$ cat src/bsa_pkg.sv
package bsa_pkg;

  localparam int ADDR_W    = 32;
  localparam int SIZE_W    = 16;
  localparam int WCFG_W    = 3;
  localparam int CFG_IDX_W = 2;
  localparam int CFG_DAT_W = 32;
  localparam int SLOT_W    = 8;
  localparam int OCC_W     = 9;
  localparam int STAT_W    = 2;
  localparam int WORD_W    = 64;
  localparam int BIT_W     = 6;
  localparam int DIV_STEPS = 32;
  localparam int DIV_CNT_W = 5;

  localparam logic [ADDR_W-1:0] BASE_RST  = 32'h0000_0000;
  localparam logic [SIZE_W-1:0] SIZE_RST  = 16'd64;
  localparam logic [WCFG_W-1:0] WORDS_RST = 3'd4;

  typedef enum logic {
    OP_ALLOC   = 1'b0,
    OP_RELEASE = 1'b1
  } opcode_e;

  typedef enum logic [STAT_W-1:0] {
    STAT_OK          = 2'd0,
    STAT_FULL        = 2'd1,
    STAT_NOT_MEMBER  = 2'd2,
    STAT_DOUBLE_FREE = 2'd3
  } status_e;

  typedef enum logic [CFG_IDX_W-1:0] {
    CFG_BASE_ADDR    = 2'd0,
    CFG_SLOT_BYTES   = 2'd1,
    CFG_WORDS_IN_USE = 2'd2
  } cfg_idx_e;

  typedef enum logic [3:0] {
    S_IDLE,
    S_ALLOC_RD,
    S_ALLOC_CHK,
    S_ALLOC_BIT,
    S_ALLOC_WR,
    S_ALLOC_ADDR,
    S_REL_START,
    S_REL_DIV,
    S_REL_RANGE,
    S_REL_RD,
    S_REL_BIT,
    S_RESULT
  } state_e;

  typedef enum logic [2:0] {
    RES_NONE,
    RES_ALLOC,
    RES_FULL,
    RES_NOMEM,
    RES_FREED,
    RES_DOUBLE
  } res_e;

  typedef struct packed {
    logic req_take;
    logic scan_init;
    logic scan_next;
    logic mem_rd;
    logic find_byte;
    logic find_bit;
    logic alloc_wr;
    logic rel_start;
    logic div_step;
    logic rel_range;
    logic rel_wr;
    res_e res_sel;
    logic out_load;
  } cmd_t;

  typedef struct packed {
    logic addr_below;
    logic word_nonzero;
    logic last_word;
    logic div_last;
    logic out_of_range;
    logic bit_free;
    logic out_free;
  } stat_t;

endpackage

$ cat src/bsa_if.sv
interface bsa_req_if;
  logic                       valid;
  logic                       ready;
  logic                       opcode;
  logic [bsa_pkg::ADDR_W-1:0] address;

  modport source (output valid, output opcode, output address, input ready);
  modport sink   (input valid, input opcode, input address, output ready);
endinterface

interface bsa_rsp_if;
  logic                       valid;
  logic                       ready;
  logic [bsa_pkg::STAT_W-1:0] status;
  logic [bsa_pkg::SLOT_W-1:0] slot;
  logic [bsa_pkg::ADDR_W-1:0] slot_addr;
  logic [bsa_pkg::OCC_W-1:0]  occupancy;

  modport source (output valid, output status, output slot, output slot_addr,
                  output occupancy, input ready);
  modport sink   (input valid, input status, input slot, input slot_addr,
                  input occupancy, output ready);
endinterface

interface bsa_cfg_if;
  logic                          valid;
  logic                          ready;
  logic [bsa_pkg::CFG_IDX_W-1:0] index;
  logic [bsa_pkg::CFG_DAT_W-1:0] data;

  modport source (output valid, output index, output data, input ready);
  modport sink   (input valid, input index, input data, output ready);
endinterface

$ cat src/bsa_ram.sv
module bsa_ram #(
  parameter int WIDTH = 64,
  parameter int DEPTH = 4
) (
  input  logic                                      clk_i,
  input  logic                                      en_i,
  input  logic                                      we_i,
  input  logic [((DEPTH > 1) ? $clog2(DEPTH) : 1)-1:0] addr_i,
  input  logic [WIDTH-1:0]                          wdata_i,
  output logic [WIDTH-1:0]                          rdata_o
);

  logic [WIDTH-1:0] mem_q [DEPTH];
  logic [WIDTH-1:0] rdata_q;

  always_ff @(posedge clk_i) begin
    if (en_i) begin
      if (we_i) begin
        mem_q[addr_i] <= wdata_i;
      end
      rdata_q <= mem_q[addr_i];
    end
  end

  assign rdata_o = rdata_q;

endmodule

$ cat src/bsa_ctrl.sv
module bsa_ctrl (
  input  logic             clk_i,
  input  logic             rst_ni,
  input  logic             req_valid_i,
  input  logic             req_opcode_i,
  output logic             req_ready_o,
  input  bsa_pkg::stat_t   stat_i,
  output bsa_pkg::cmd_t    cmd_o
);

  bsa_pkg::state_e state_q, state_d;

  always_ff @(posedge clk_i or negedge rst_ni) begin
    if (!rst_ni) begin
      state_q <= bsa_pkg::S_IDLE;
    end else begin
      state_q <= state_d;
    end
  end

  always_comb begin
    state_d       = state_q;
    cmd_o         = '0;
    cmd_o.res_sel = bsa_pkg::RES_NONE;
    req_ready_o   = 1'b0;
    unique case (state_q)
      bsa_pkg::S_IDLE: begin
        req_ready_o = 1'b1;
        if (req_valid_i) begin
          cmd_o.req_take = 1'b1;
          if (bsa_pkg::opcode_e'(req_opcode_i) == bsa_pkg::OP_ALLOC) begin
            cmd_o.scan_init = 1'b1;
            state_d         = bsa_pkg::S_ALLOC_RD;
          end else begin
            state_d = bsa_pkg::S_REL_START;
          end
        end
      end
      bsa_pkg::S_ALLOC_RD: begin
        cmd_o.mem_rd = 1'b1;
        state_d      = bsa_pkg::S_ALLOC_CHK;
      end
      bsa_pkg::S_ALLOC_CHK: begin
        if (stat_i.word_nonzero) begin
          cmd_o.find_byte = 1'b1;
          state_d         = bsa_pkg::S_ALLOC_BIT;
        end else if (stat_i.last_word) begin
          cmd_o.res_sel = bsa_pkg::RES_FULL;
          state_d       = bsa_pkg::S_RESULT;
        end else begin
          cmd_o.scan_next = 1'b1;
          state_d         = bsa_pkg::S_ALLOC_RD;
        end
      end
      bsa_pkg::S_ALLOC_BIT: begin
        cmd_o.find_bit = 1'b1;
        state_d        = bsa_pkg::S_ALLOC_WR;
      end
      bsa_pkg::S_ALLOC_WR: begin
        cmd_o.alloc_wr = 1'b1;
        state_d        = bsa_pkg::S_ALLOC_ADDR;
      end
      bsa_pkg::S_ALLOC_ADDR: begin
        cmd_o.res_sel = bsa_pkg::RES_ALLOC;
        state_d       = bsa_pkg::S_RESULT;
      end
      bsa_pkg::S_REL_START: begin
        cmd_o.rel_start = 1'b1;
        if (stat_i.addr_below) begin
          cmd_o.res_sel = bsa_pkg::RES_NOMEM;
          state_d       = bsa_pkg::S_RESULT;
        end else begin
          state_d = bsa_pkg::S_REL_DIV;
        end
      end
      bsa_pkg::S_REL_DIV: begin
        cmd_o.div_step = 1'b1;
        if (stat_i.div_last) begin
          state_d = bsa_pkg::S_REL_RANGE;
        end
      end
      bsa_pkg::S_REL_RANGE: begin
        cmd_o.rel_range = 1'b1;
        if (stat_i.out_of_range) begin
          cmd_o.res_sel = bsa_pkg::RES_NOMEM;
          state_d       = bsa_pkg::S_RESULT;
        end else begin
          state_d = bsa_pkg::S_REL_RD;
        end
      end
      bsa_pkg::S_REL_RD: begin
        cmd_o.mem_rd = 1'b1;
        state_d      = bsa_pkg::S_REL_BIT;
      end
      bsa_pkg::S_REL_BIT: begin
        if (stat_i.bit_free) begin
          cmd_o.res_sel = bsa_pkg::RES_DOUBLE;
        end else begin
          cmd_o.rel_wr  = 1'b1;
          cmd_o.res_sel = bsa_pkg::RES_FREED;
        end
        state_d = bsa_pkg::S_RESULT;
      end
      bsa_pkg::S_RESULT: begin
        if (stat_i.out_free) begin
          cmd_o.out_load = 1'b1;
          state_d        = bsa_pkg::S_IDLE;
        end
      end
      default: begin
        state_d = bsa_pkg::S_IDLE;
      end
    endcase
  end

endmodule

$ cat src/bsa_dp.sv
module bsa_dp #(
  parameter int SLOTS = 256
) (
  input  logic                            clk_i,
  input  logic                            rst_ni,
  input  logic                            cfg_we_i,
  input  logic [bsa_pkg::CFG_IDX_W-1:0]   cfg_idx_i,
  input  logic [bsa_pkg::CFG_DAT_W-1:0]   cfg_data_i,
  input  logic [bsa_pkg::ADDR_W-1:0]      req_address_i,
  input  bsa_pkg::cmd_t                   cmd_i,
  output bsa_pkg::stat_t                  stat_o,
  input  logic                            rsp_ready_i,
  output logic                            rsp_valid_o,
  output logic [bsa_pkg::STAT_W-1:0]      rsp_status_o,
  output logic [bsa_pkg::SLOT_W-1:0]      rsp_slot_o,
  output logic [bsa_pkg::ADDR_W-1:0]      rsp_addr_o,
  output logic [bsa_pkg::OCC_W-1:0]       rsp_occ_o
);

  localparam int WORDS  = SLOTS / 64;
  localparam int WA_W   = (WORDS > 1) ? $clog2(WORDS) : 1;
  localparam int WN_W   = $clog2(WORDS + 1);
  localparam int IDX_W  = $clog2(SLOTS);
  localparam int CNT_W  = $clog2(SLOTS + 1);
  localparam int PROD_W = IDX_W + bsa_pkg::SIZE_W;

  // configuration
  logic [bsa_pkg::ADDR_W-1:0] base_q;
  logic [bsa_pkg::SIZE_W-1:0] size_q;
  logic [bsa_pkg::WCFG_W-1:0] words_q;
  logic [bsa_pkg::SIZE_W-1:0] size_eff;
  logic [WN_W-1:0]            eff_words;

  // request and work registers
  logic [bsa_pkg::ADDR_W-1:0] addr_q;
  logic [WA_W-1:0]            word_q;
  logic [bsa_pkg::WORD_W-1:0] word_buf_q;
  logic [2:0]                 byte_sel_q;
  logic [IDX_W-1:0]           idx_q;
  logic [PROD_W-1:0]          prod_q;
  logic [CNT_W-1:0]           cnt_q;
  logic [WORDS-1:0]           vld_q;

  // divider
  logic [bsa_pkg::SIZE_W-1:0]    rem_q;
  logic [bsa_pkg::ADDR_W-1:0]    quot_q;
  logic [bsa_pkg::DIV_CNT_W-1:0] div_cnt_q;
  logic [bsa_pkg::SIZE_W:0]      div_shift;
  logic [bsa_pkg::SIZE_W:0]      div_trial;

  // result staging and output
  bsa_pkg::status_e           res_status_q;
  logic [IDX_W-1:0]           res_slot_q;
  logic [bsa_pkg::ADDR_W-1:0] res_addr_q;
  logic                       out_valid_q;
  logic [bsa_pkg::STAT_W-1:0] out_status_q;
  logic [bsa_pkg::SLOT_W-1:0] out_slot_q;
  logic [bsa_pkg::ADDR_W-1:0] out_addr_q;
  logic [bsa_pkg::OCC_W-1:0]  out_occ_q;

  // bitmap memory
  logic                       ram_en;
  logic                       ram_we;
  logic [bsa_pkg::WORD_W-1:0] ram_wdata;
  logic [bsa_pkg::WORD_W-1:0] ram_rdata;
  logic [bsa_pkg::WORD_W-1:0] word_data;
  logic [bsa_pkg::WORD_W-1:0] bit_mask;

  logic [7:0] byte_nz;
  logic [2:0] first_byte;
  logic [7:0] sel_byte;
  logic [2:0] first_bit;

  always_ff @(posedge clk_i or negedge rst_ni) begin
    if (!rst_ni) begin
      base_q  <= bsa_pkg::BASE_RST;
      size_q  <= bsa_pkg::SIZE_RST;
      words_q <= bsa_pkg::WORDS_RST;
    end else if (cfg_we_i) begin
      unique case (bsa_pkg::cfg_idx_e'(cfg_idx_i))
        bsa_pkg::CFG_BASE_ADDR:    base_q  <= cfg_data_i;
        bsa_pkg::CFG_SLOT_BYTES:   size_q  <= cfg_data_i[bsa_pkg::SIZE_W-1:0];
        bsa_pkg::CFG_WORDS_IN_USE: words_q <= cfg_data_i[bsa_pkg::WCFG_W-1:0];
        default: ;
      endcase
    end
  end

  // zero size acts as one; word count clamped to 1..WORDS
  assign size_eff = (size_q == '0) ? bsa_pkg::SIZE_W'(1) : size_q;

  always_comb begin
    if (words_q == '0) begin
      eff_words = WN_W'(1);
    end else if (int'(words_q) > WORDS) begin
      eff_words = WN_W'(WORDS);
    end else begin
      eff_words = WN_W'(words_q);
    end
  end

  // a word never written reads as all free
  assign word_data = vld_q[word_q] ? ram_rdata : '1;
  assign bit_mask  = bsa_pkg::WORD_W'(1) << idx_q[bsa_pkg::BIT_W-1:0];

  assign ram_we    = cmd_i.alloc_wr | cmd_i.rel_wr;
  assign ram_en    = cmd_i.mem_rd | ram_we;
  assign ram_wdata = cmd_i.alloc_wr ? (word_buf_q & ~bit_mask) : (word_data | bit_mask);

  bsa_ram #(
    .WIDTH (bsa_pkg::WORD_W),
    .DEPTH (WORDS)
  ) u_ram (
    .clk_i   (clk_i),
    .en_i    (ram_en),
    .we_i    (ram_we),
    .addr_i  (word_q),
    .wdata_i (ram_wdata),
    .rdata_o (ram_rdata)
  );

  // lowest free slot: byte first, then bit within it
  always_comb begin
    first_byte = 3'd0;
    for (int k = 7; k >= 0; k--) begin
      byte_nz[k] = |word_data[k*8 +: 8];
      if (byte_nz[k]) begin
        first_byte = 3'(k);
      end
    end
  end

  assign sel_byte = word_buf_q[byte_sel_q*8 +: 8];

  always_comb begin
    first_bit = 3'd0;
    for (int k = 7; k >= 0; k--) begin
      if (sel_byte[k]) begin
        first_bit = 3'(k);
      end
    end
  end

  // restoring divider, one quotient bit a cycle
  assign div_shift = {rem_q, quot_q[bsa_pkg::ADDR_W-1]};
  assign div_trial = div_shift - {1'b0, size_eff};

  always_ff @(posedge clk_i) begin
    if (cmd_i.req_take) begin
      addr_q <= req_address_i;
    end
    if (cmd_i.scan_init) begin
      word_q <= '0;
    end else if (cmd_i.scan_next) begin
      word_q <= word_q + 1'b1;
    end else if (cmd_i.rel_range) begin
      word_q <= quot_q[bsa_pkg::BIT_W +: WA_W];
    end
    if (cmd_i.find_byte) begin
      word_buf_q <= word_data;
      byte_sel_q <= first_byte;
    end
    if (cmd_i.find_bit) begin
      idx_q <= IDX_W'({word_q, byte_sel_q, first_bit});
    end else if (cmd_i.rel_range) begin
      idx_q <= quot_q[IDX_W-1:0];
    end
    if (cmd_i.alloc_wr) begin
      prod_q <= PROD_W'(idx_q) * PROD_W'(size_eff);
    end
    if (cmd_i.rel_start) begin
      quot_q    <= addr_q - base_q;
      rem_q     <= '0;
      div_cnt_q <= '0;
    end else if (cmd_i.div_step) begin
      quot_q    <= {quot_q[bsa_pkg::ADDR_W-2:0], ~div_trial[bsa_pkg::SIZE_W]};
      rem_q     <= div_trial[bsa_pkg::SIZE_W] ? div_shift[bsa_pkg::SIZE_W-1:0]
                                              : div_trial[bsa_pkg::SIZE_W-1:0];
      div_cnt_q <= div_cnt_q + 1'b1;
    end
    unique case (cmd_i.res_sel)
      bsa_pkg::RES_ALLOC: begin
        res_status_q <= bsa_pkg::STAT_OK;
        res_slot_q   <= idx_q;
        res_addr_q   <= base_q + bsa_pkg::ADDR_W'(prod_q);
      end
      bsa_pkg::RES_FULL: begin
        res_status_q <= bsa_pkg::STAT_FULL;
        res_slot_q   <= '0;
        res_addr_q   <= '0;
      end
      bsa_pkg::RES_NOMEM: begin
        res_status_q <= bsa_pkg::STAT_NOT_MEMBER;
        res_slot_q   <= '0;
        res_addr_q   <= '0;
      end
      bsa_pkg::RES_FREED: begin
        res_status_q <= bsa_pkg::STAT_OK;
        res_slot_q   <= idx_q;
        res_addr_q   <= addr_q;
      end
      bsa_pkg::RES_DOUBLE: begin
        res_status_q <= bsa_pkg::STAT_DOUBLE_FREE;
        res_slot_q   <= idx_q;
        res_addr_q   <= addr_q;
      end
      default: ;
    endcase
    if (cmd_i.out_load) begin
      out_status_q <= res_status_q;
      out_slot_q   <= bsa_pkg::SLOT_W'(res_slot_q);
      out_addr_q   <= res_addr_q;
      out_occ_q    <= bsa_pkg::OCC_W'(cnt_q);
    end
  end

  always_ff @(posedge clk_i or negedge rst_ni) begin
    if (!rst_ni) begin
      vld_q       <= '0;
      cnt_q       <= '0;
      out_valid_q <= 1'b0;
    end else begin
      if (ram_we) begin
        vld_q[word_q] <= 1'b1;
      end
      if (cmd_i.alloc_wr) begin
        cnt_q <= cnt_q + 1'b1;
      end else if (cmd_i.rel_wr && (cnt_q != '0)) begin
        cnt_q <= cnt_q - 1'b1;
      end
      if (cmd_i.out_load) begin
        out_valid_q <= 1'b1;
      end else if (rsp_ready_i) begin
        out_valid_q <= 1'b0;
      end
    end
  end

  always_comb begin
    stat_o.addr_below   = addr_q < base_q;
    stat_o.word_nonzero = |word_data;
    stat_o.last_word    = (int'(word_q) + 1) == int'(eff_words);
    stat_o.div_last     = div_cnt_q == bsa_pkg::DIV_CNT_W'(bsa_pkg::DIV_STEPS - 1);
    stat_o.out_of_range = (quot_q >= (bsa_pkg::ADDR_W'(eff_words) << bsa_pkg::BIT_W))
                          || (rem_q != '0);
    stat_o.bit_free     = word_data[idx_q[bsa_pkg::BIT_W-1:0]];
    stat_o.out_free     = !out_valid_q || rsp_ready_i;
  end

  assign rsp_valid_o  = out_valid_q;
  assign rsp_status_o = out_status_q;
  assign rsp_slot_o   = out_slot_q;
  assign rsp_addr_o   = out_addr_q;
  assign rsp_occ_o    = out_occ_q;

endmodule

$ cat src/bitmap_slot_allocator.sv
// Slot allocator over a free bitmap of 64-bit words held in a single-port RAM.
// One request is worked at a time; each beat on req_i gives exactly one beat
// on rsp_o, held in an output register so the next request is taken while a
// response still waits. Allocate scans the bitmap words in turn, each with a
// registered RAM read and a test, then finds the free byte and bit, writes the
// word back and forms the slot address; a full pool answers once the last word
// in use tests empty. Release runs the 32-step bit-serial divider that turns
// the offset from base into a slot index; an address below base is rejected
// before the divider starts and one beyond range or off a slot boundary once
// it has finished. Words of the bitmap carry a valid flag cleared by reset, so
// an untouched word reads as all free and no clearing pass is needed after
// reset. Configuration writes are always accepted, one per cycle, and must
// only be made while the block is idle.
module bitmap_slot_allocator #(
  parameter int SLOTS = 256
) (
  input  logic         clk_i,
  input  logic         rst_ni,
  bsa_cfg_if.sink      cfg_i,
  bsa_req_if.sink      req_i,
  bsa_rsp_if.source    rsp_o
);

  bsa_pkg::cmd_t  cmd;
  bsa_pkg::stat_t stat;
  logic           cfg_we;

  // configuration registers live in the datapath; the port never stalls
  assign cfg_i.ready = 1'b1;
  assign cfg_we      = cfg_i.valid;

  bsa_ctrl u_ctrl (
    .clk_i        (clk_i),
    .rst_ni       (rst_ni),
    .req_valid_i  (req_i.valid),
    .req_opcode_i (req_i.opcode),
    .req_ready_o  (req_i.ready),
    .stat_i       (stat),
    .cmd_o        (cmd)
  );

  bsa_dp #(
    .SLOTS (SLOTS)
  ) u_dp (
    .clk_i         (clk_i),
    .rst_ni        (rst_ni),
    .cfg_we_i      (cfg_we),
    .cfg_idx_i     (cfg_i.index),
    .cfg_data_i    (cfg_i.data),
    .req_address_i (req_i.address),
    .cmd_i         (cmd),
    .stat_o        (stat),
    .rsp_ready_i   (rsp_o.ready),
    .rsp_valid_o   (rsp_o.valid),
    .rsp_status_o  (rsp_o.status),
    .rsp_slot_o    (rsp_o.slot),
    .rsp_addr_o    (rsp_o.slot_addr),
    .rsp_occ_o     (rsp_o.occupancy)
  );

  // a request in flight blocks the next one
  assert property (@(posedge clk_i) disable iff (!rst_ni)
    (req_i.valid && req_i.ready) |=> !req_i.ready)
    else $error("request taken while another is in flight");

  // bitmap RAM: one access per cycle
  assert property (@(posedge clk_i) disable iff (!rst_ni)
    $onehot0({cmd.mem_rd, cmd.alloc_wr, cmd.rel_wr}))
    else $error("conflicting bitmap accesses");

  // response register is only loaded once the previous beat has gone
  assert property (@(posedge clk_i) disable iff (!rst_ni)
    cmd.out_load |-> (!rsp_o.valid || rsp_o.ready))
    else $error("response overwritten before it was taken");

  // full and not-member responses carry neither slot nor address
  assert property (@(posedge clk_i) disable iff (!rst_ni)
    (rsp_o.valid && (rsp_o.status == bsa_pkg::STAT_FULL
                     || rsp_o.status == bsa_pkg::STAT_NOT_MEMBER))
    |-> (rsp_o.slot == '0 && rsp_o.slot_addr == '0))
    else $error("rejected request returned a slot");

endmodule

$ cat src/flat_wrapper.sv
// flat-port wrapper written by rule: the top's interface ports become plain ports
module bitmap_slot_allocator_flat 
#(
  parameter int SLOTS = 256
)
  (clk_i, rst_ni, cfg_i_valid, cfg_i_index, cfg_i_data, cfg_i_ready, req_i_valid, req_i_opcode, req_i_address, req_i_ready, rsp_o_valid, rsp_o_status, rsp_o_slot, rsp_o_slot_addr, rsp_o_occupancy, rsp_o_ready);
  bsa_cfg_if cfg_i_i ();
  bsa_req_if req_i_i ();
  bsa_rsp_if rsp_o_i ();
  input  logic clk_i;
  input  logic rst_ni;
  input wire logic [$bits(cfg_i_i.valid)-1:0] cfg_i_valid;
  input wire logic [$bits(cfg_i_i.index)-1:0] cfg_i_index;
  input wire logic [$bits(cfg_i_i.data)-1:0] cfg_i_data;
  output wire logic [$bits(cfg_i_i.ready)-1:0] cfg_i_ready;
  input wire logic [$bits(req_i_i.valid)-1:0] req_i_valid;
  input wire logic [$bits(req_i_i.opcode)-1:0] req_i_opcode;
  input wire logic [$bits(req_i_i.address)-1:0] req_i_address;
  output wire logic [$bits(req_i_i.ready)-1:0] req_i_ready;
  output wire logic [$bits(rsp_o_i.valid)-1:0] rsp_o_valid;
  output wire logic [$bits(rsp_o_i.status)-1:0] rsp_o_status;
  output wire logic [$bits(rsp_o_i.slot)-1:0] rsp_o_slot;
  output wire logic [$bits(rsp_o_i.slot_addr)-1:0] rsp_o_slot_addr;
  output wire logic [$bits(rsp_o_i.occupancy)-1:0] rsp_o_occupancy;
  input wire logic [$bits(rsp_o_i.ready)-1:0] rsp_o_ready;
  assign cfg_i_i.valid = cfg_i_valid;
  assign cfg_i_i.index = cfg_i_index;
  assign cfg_i_i.data = cfg_i_data;
  assign cfg_i_ready = cfg_i_i.ready;
  assign req_i_i.valid = req_i_valid;
  assign req_i_i.opcode = req_i_opcode;
  assign req_i_i.address = req_i_address;
  assign req_i_ready = req_i_i.ready;
  assign rsp_o_valid = rsp_o_i.valid;
  assign rsp_o_status = rsp_o_i.status;
  assign rsp_o_slot = rsp_o_i.slot;
  assign rsp_o_slot_addr = rsp_o_i.slot_addr;
  assign rsp_o_occupancy = rsp_o_i.occupancy;
  assign rsp_o_i.ready = rsp_o_ready;
  bitmap_slot_allocator #(.SLOTS(SLOTS)) u_core (.clk_i(clk_i), .rst_ni(rst_ni), .cfg_i(cfg_i_i), .req_i(req_i_i), .rsp_o(rsp_o_i));
endmodule
$ cat config.mk
export PLATFORM = sky130hd
export DESIGN_NAME = bitmap_slot_allocator_flat
export DESIGN_NICKNAME = d
export VERILOG_FILES = /design/src/bsa_pkg.sv /design/src/bsa_if.sv /design/src/bsa_ram.sv /design/src/bsa_ctrl.sv /design/src/bsa_dp.sv /design/src/bitmap_slot_allocator.sv /design/src/flat_wrapper.sv
export SDC_FILE = /design/constraint.sdc
export NUM_CORES = 1
export LEC_CHECK = 0
export ABC_AREA = 0
export ABC_CLOCK_PERIOD_IN_PS = 5200
export BUFFER_PORTS_ARGS = -buffer_cell sky130_fd_sc_hd__buf_2
export CELL_PAD_IN_SITES_DETAIL_PLACEMENT = 1
export CELL_PAD_IN_SITES_GLOBAL_PLACEMENT = 1
export CORE_UTILIZATION = 44
export DETAILED_ROUTE_END_ITERATION = 8
export GPL_ROUTABILITY_DRIVEN = 0
export PLACE_DENSITY_LB_ADDON = 0.1
export SYNTH_ARGS = -nofsm -noshare
export SYNTH_HDL_FRONTEND = slang
export SYNTH_SLANG_ARGS = --single-unit
$ cat constraint.sdc
create_clock -name clk_i -period 5.2 [get_ports clk_i]
set_input_delay 1.04 -clock clk_i [delete_from_list [all_inputs] [get_ports clk_i]]
set_output_delay 1.04 -clock clk_i [all_outputs]
set_load 0.01 [all_outputs]
-- Word level (Yosys, flattened, before mapping)
Memory sizes are Yosys's and may differ from the RTL's. A register that Yosys moved wholly into a read port is not among the register bits.
Index checks and enable logic that the tools add are counted.
- logic and storage cells: 190
- memories: 1
- register bits: 348
- RAM bits: 256
- output and inout bits: 54
- bits of input ports: 72
- memories (name ; depth ; width ; read ports ; clocked after Yosys merged registers in ; wr ports ; line ; source):
    u_core.u_dp.u_ram.mem_q ; 4 ; 64 ; 1 ; 1 ; 1 ; bsa_ram.sv:13 ; logic [WIDTH-1:0] mem_q [DEPTH];
- equal/unequal tests: 23
- shifts and indexed selects: 2
- reductions and logical operators: 40
- $mul: 1
- bitwise logic cells: 7
- $add $sub $neg: 8
- mux-type cells: 77
- magnitude comparators: 6
- operators with widths (operator ; number):
    64-bit two-way mux ; 2
    32-bit one-hot mux with 3 select lines ; 1
    64-bit bitwise AND ; 1
    32-bit two-way mux ; 2
    64-bit inverter ; 1
    64-bit OR ; 1
    64-bit OR reduction ; 1
    8-bit OR reduction ; 8
    64-bit by 7-bit indexed part select with 8-bit output ; 1
    1-bit by 6-bit left shift with 64-bit output, first input constant ; 1
    3-bit two-way mux ; 15
    4-bit one-hot mux with 11 select lines ; 1
    32-bit by 24-bit adder with 32-bit output ; 1
    32-bit by 9-bit greater-or-equal comparator with 1-bit output ; 1
    32-bit less-than comparator ; 1
    16-bit two-way mux ; 2
    32-bit OR reduction ; 1
    32-bit subtractor ; 1
    1-bit two-way mux ; 27
    8-bit by 16-bit multiplier with 24-bit output ; 1
    4-bit two-way mux ; 6
    2-bit two-way mux ; 11
    9-bit two-way mux ; 2
    17-bit by 16-bit subtractor with 17-bit output ; 1
    49 further kinds ; 74

-- Logic depth before layout (Yosys ltp)
- depth in word-level cells: 11
- mapped depth: 22
- mapped depth without buffers: 21

-- Modules after synthesis
Synthesis repeated with hierarchy kept, for this count alone.
- cells, all modules: 2798
- area total of the unflattened synthesis: 35475.3 um^2
- by module, submodules not included (module ; cells each ; area an instance (um^2) ; times used):
    bsa_dp ; 2317 ; 23709.0 ; 1
    bsa_ram ; 404 ; 11224.5 ; 1
    bsa_ctrl ; 75 ; 530.5 ; 1
    bitmap_slot_allocator ; 2 ; 11.3 ; 1

-- Least setup slack after synthesis
Ideal clock, no wire load.
- kind: reg-to-reg
- start: register u_core.u_dp.idx_q[3]
- end: register u_core.u_dp.prod_q[23], data pin
- setup slack: -0.206 ns
- data arrival time: 5.143 ns
- stages on the path, launching flop included: 19
- library setup time: 0.264 ns
- required time: 4.936 ns
- cell sequence: edfxtp_1 > clkbuf_1 > clkbuf_1 > clkbuf_1 > and2_1 > fa_1 > fa_1 > fa_1 > inv_1 > fa_1 > inv_1 > ha_1 > a21o_1 > a21o_1 > a221o_1 > o21ai_0 > o2111ai_1 > o31ai_1 > xnor2_1
- longest elaborated chain between the ends: 1
- RTL lines (what ; line ; source):
    start: declaration ; bsa_dp.sv:39 ; logic [IDX_W-1:0] idx_q;
    start signal: assignment ; bsa_dp.sv:164 ; idx_q <= IDX_W'({word_q, byte_sel_q, first_bit});
    start signal: assignment ; bsa_dp.sv:166 ; idx_q <= quot_q[IDX_W-1:0];
    8-bit by 16-bit multiplier with 24-bit output ; bsa_dp.sv:169 ; prod_q <= PROD_W'(idx_q) * PROD_W'(size_eff);
    end signal: assignment ; bsa_dp.sv:169 ;
    end: declaration ; bsa_dp.sv:40 ; logic [PROD_W-1:0] prod_q;
No other way between the ends.
A chain may end at the register's enable or synchronous reset.

-- Final worst setup path
- start: register u_core.u_dp.size_q[11] in the netlist's numbering
- end: register u_core.u_dp.prod_q[20], data pin
- longest elaborated chain between the ends: 3
- RTL lines (what ; line ; source):
    start: declaration ; bsa_dp.sv:29 ; logic [bsa_pkg::SIZE_W-1:0] size_q;
    start signal: assignment ; bsa_dp.sv:77 ; size_q <= bsa_pkg::SIZE_RST;
    start signal: assignment ; bsa_dp.sv:82 ; bsa_pkg::CFG_SLOT_BYTES: size_q <= cfg_data_i[bsa_pkg::SIZE_W-1:0];
    16-bit zero test ; bsa_dp.sv:90 ; assign size_eff = (size_q == '0) ? bsa_pkg::SIZE_W'(1) : size_q;
    16-bit two-way mux * ; bsa_dp.sv:90 ;
    8-bit by 16-bit multiplier with 24-bit output * ; bsa_dp.sv:169 ;
Mark *: on every way between the ends. The rest lies on a longest branch, timed or not.

==> results_dict.tcl <==
set metrics [dict create \
    grt_usage_pct 25.5 \
    initial_core_util_pct 44.6 \
    avgRoutedWirePerCell_um 25.0 \
    synthCells 2729 \
    finalHoldViolCount 0 \
    ys_async_sr_fraction_pct 10.3 \
    path_buf_inv 5 \
    fin_area_mm2 0.0397 \
    fin_skew_ns 0.0446 \
    synthesis.area_mm2 0.0347 \
    grt_pass1_wl_um 152000 \
    dp.cells 3858 \
    antenna_found_initial 2 \
    worstSetupPathType "reg2reg" \
    drt-initial-drc-count 1395 \
    root_buffer "clkbuf_16" \
    p_leak_uw 0.0148 \
    fmax_ghz 0.197 \
    core-area_mm2 0.0777 \
    crit_top_cell "inv_1" \
    maxCapViolations 0 \
    synth_warnings 0 \
    reg2regPathDepth 22 \
    firstDrtPassIters 5 \
    fin_cells 4004 \
    dp_slack_ns -0.251 \
    ys.flop_type "edfxtp_1" \
    hold_class "in2async" \
    met3_usage_pct 2.81 \
    finalMaxSlewViolations 0 \
    yosysTopAreaCell "edfxtp_1" \
    pin_count 126 \
    synth_area_leaders "edfxtp_1 (50%), mux4_2 (6.6%), fa_1 (5.1%)" \
    syn_to_final_growth_pct 14.5 \
    finalCritPeriodShare_pct 97.5 \
    ys_top_cells_by_count "edfxtp_1 (576), o21ai_0 (260), nand2_1 (248)" \
    path_delay_family "adder cells" \
    ir_worst_vdd_mv 0.544 \
    busiest_layer "met2" \
    gr-usage-met1_pct 31.4 \
    chipWidth_um 283 \
    antenna_cells 0 \
    cts_tree "built" \
    io_buffers 124 \
    overflow 0 \
    nNetsFinal 3193 \
    worst-path-max-fanout 4 \
    setup_ws_ns 0.132 \
    grt_pass1_vias 24822 \
    dp_hpwl_um 71100 \
    start_kind "flip-flop" \
    ys_seq_area_share_pct 56.2 \
    layout_min_cycle_time_ns 5.07 \
    synth-edff-count 576 \
    yosysUniqueCellTypes 75 \
    drc 0 \
    drive_gt1_share_pct 17.2 \
    routed_wl_um 100000 \
    syn_avg_cell_area_um2 12.7 \
    path_cells "nor4_2 -> a41oi_2 -> buf_4 -> nor2b_4 -> ha_2 -> inv_1 -> fa_1 -> inv_1 -> ha_1 -> inv_1 -> fa_1 -> inv_1 -> ha_1 -> a21o_1 -> a21oi_2 -> o21bai_1 -> a2111o_1 -> a41oi_2 -> or2_4 -> a31oi_4 -> a21oi_2 -> xnor2_1" \
    end_kind "flip-flop" \
    clk_pin_slew_ns 0.06 \
    cts_hold_buf 0 \
    gr-usage-met2_pct 45.4 \
    die_height_um 283 \
    powerDensity_mw_per_mm2 779 \
    tns_ns 0 \
    status "complete, no violations" \
    ys_ff_latch 668 \
    slowest_stage "fa_1" \
    h-tree-depth 3 \
    cts_buffers 75 \
    viasPerCell 5.70 \
    slew_headroom_pct 17.5 \
    tightest_slew_ns 1.24 \
    die-area_mm2 0.0800 \
    cp.arrival_ns 5.44 \
    grt_max_degree 76 \
    yosysMostFrequentCell "edfxtp_1" \
    crit_required_ns 5.57 \
    place_area_mm2 0.0369 \
    syn_nets 3021 \
    clockBufferDepth 3 \
    rows 102 \
    ant_nets 0 \
    cp.depth 22 \
    setup_viol 0 \
    vias 22807 \
    clock_latency_ns 0.64 \
    clock_sinks 668 \
    fin_total_pwr_uw 31000 \
    synth_top_area_share_pct 49.8 \
    cpPeakStageDelay_ns 0.52 \
]
-- worst register-to-register path: stages, from the launching register on --
cell and delay [ns]:
dfrtp_1 0.39, nor4_2 0.33, a41oi_2 0.20, buf_4 0.20, nor2b_4 0.10, ha_2 0.16
inv_1 0.05, fa_1 0.52, inv_1 0.04, ha_1 0.28, inv_1 0.05, fa_1 0.50
inv_1 0.06, ha_1 0.28, a21o_1 0.18, a21oi_2 0.14, o21bai_1 0.11, a2111o_1 0.40
a41oi_2 0.28, or2_4 0.19, a31oi_4 0.09, a21oi_2 0.17, xnor2_1 0.09
-- layout make-up --
| type | instances | area [um2] |
|---|---|---|
| fill | 7871 | 38000 |
| sequential | 668 | 19500 |
| timing repair buffer | 209 | 1370 |
| clock inverter | 44 | 573 |
| clock buffer | 96 | 2050 |
| multi-input combinational | 1765 | 14300 |
| tap | 1040 | 1300 |
| inverter | 182 | 684 |
-- report_power, final --
part | switching [uW] | total, uW | leakage (uW) | internal (uW)
registers | 912 | 9310 | 0.00617 | 8400
clock network | 2270 | 5630 | 0.00126 | 3360
logic | 9250 | 16000 | 0.00736 | 6760
-- through the flow --
step	hold WS [ns]	utilization (%)
2_1_floorplan	0.400	-
3_3_place_gp	0.401	47.5
3_5_place_dp	0.406	47.5
4_1_cts	0.368	51.0
5_1_grt	0.395	51.1
6_report	0.384	51.1
-- cells by family after synthesis --
group | synth area share (%)
fa+ha+maj | 9.84
compound gates | 9.68
simple gates | 10.9
flops | 56.2
other cells | 0.0108
xor+xnor | 2.22
mux | 7.89
buf+inv | 3.27
-- registers in the layout, summed over array words and instances, names as in the netlist, 9 cells and up --
register	cells
u_core.u_dp.prod_q	24
u_core.u_dp.size_q	16
u_core.u_dp.u_ram.rdata_o	64
u_core.u_dp.addr_q	32
u_core.u_dp.rem_q	16
u_core.u_dp.rsp_occ_o	9
u_core.u_dp.word_buf_q	64
u_core.u_dp.quot_q	32
u_core.u_dp.u_ram.mem_q	256
u_core.u_dp.rsp_addr_o	32
u_core.u_dp.base_q	32
u_core.u_dp.cnt_q	9
u_core.u_dp.res_addr_q	32
-- routing by layer --
layer / vias up / part of all wire, %
li1: 10289 / -
met1: 11829 / 42
met2: 495 / 51
met3: 192 / 3.2
met4: 2 / 4.3
met5: - / 0.013
-- worst paths after layout --
kind | start | endpoint | slack [ns]
worst min-delay path | rst_ni | u_core.u_dp.base_q[25] | 0.38
worst min register to register | u_core.u_dp.res_addr_q[6] | u_core.u_dp.rsp_addr_o[6] | 0.42
worst max-delay path | u_core.u_dp.size_q[11] | u_core.u_dp.prod_q[20] | 0.13
max in group asynchronous | rst_ni | u_core.u_dp.size_q[4] | 3.75
worst max register to register | u_core.u_dp.size_q[11] | u_core.u_dp.prod_q[20] | 0.13
min in group clk_i | u_core.u_dp.res_addr_q[6] | u_core.u_dp.rsp_addr_o[6] | 0.42
-- placed cells by master (no fill, tap or decap), types with 11 or more instances in the layout --
cell type / n
edfxtp_1: 576
o21ai_0: 258
nand2_1: 247
inv_1: 181
nor2_1: 133
ha_1: 129
buf_2: 123
and2_1: 102
mux4_2: 102
nand2b_1: 91
fa_1: 88
a21oi_1: 83
clkbuf_16: 77
buf_4: 77
dfrtp_1: 67
xnor2_1: 60
a21o_1: 39
a22o_1: 36
nor3_1: 33
nor2b_1: 30
xor2_1: 27
mux2_2: 24
nor4_1: 22
nand3_1: 21
dfxtp_1: 21
o21bai_1: 19
o21a_1: 17
or2_2: 17
mux2i_1: 17
clkbuf_1: 14
clkinv_1: 12
nand4_1: 11
bufinv_16: 11
-- what timing repair did --
item / 4_1_cts / 5_1_grt
setup buffers: 2 / 4
setup endpoints to repair: 6 / 8
gates resized for setup: 9 / 14
pin swaps: 7 / 19
No activity file was read; power rests on OpenSTA's default activity.
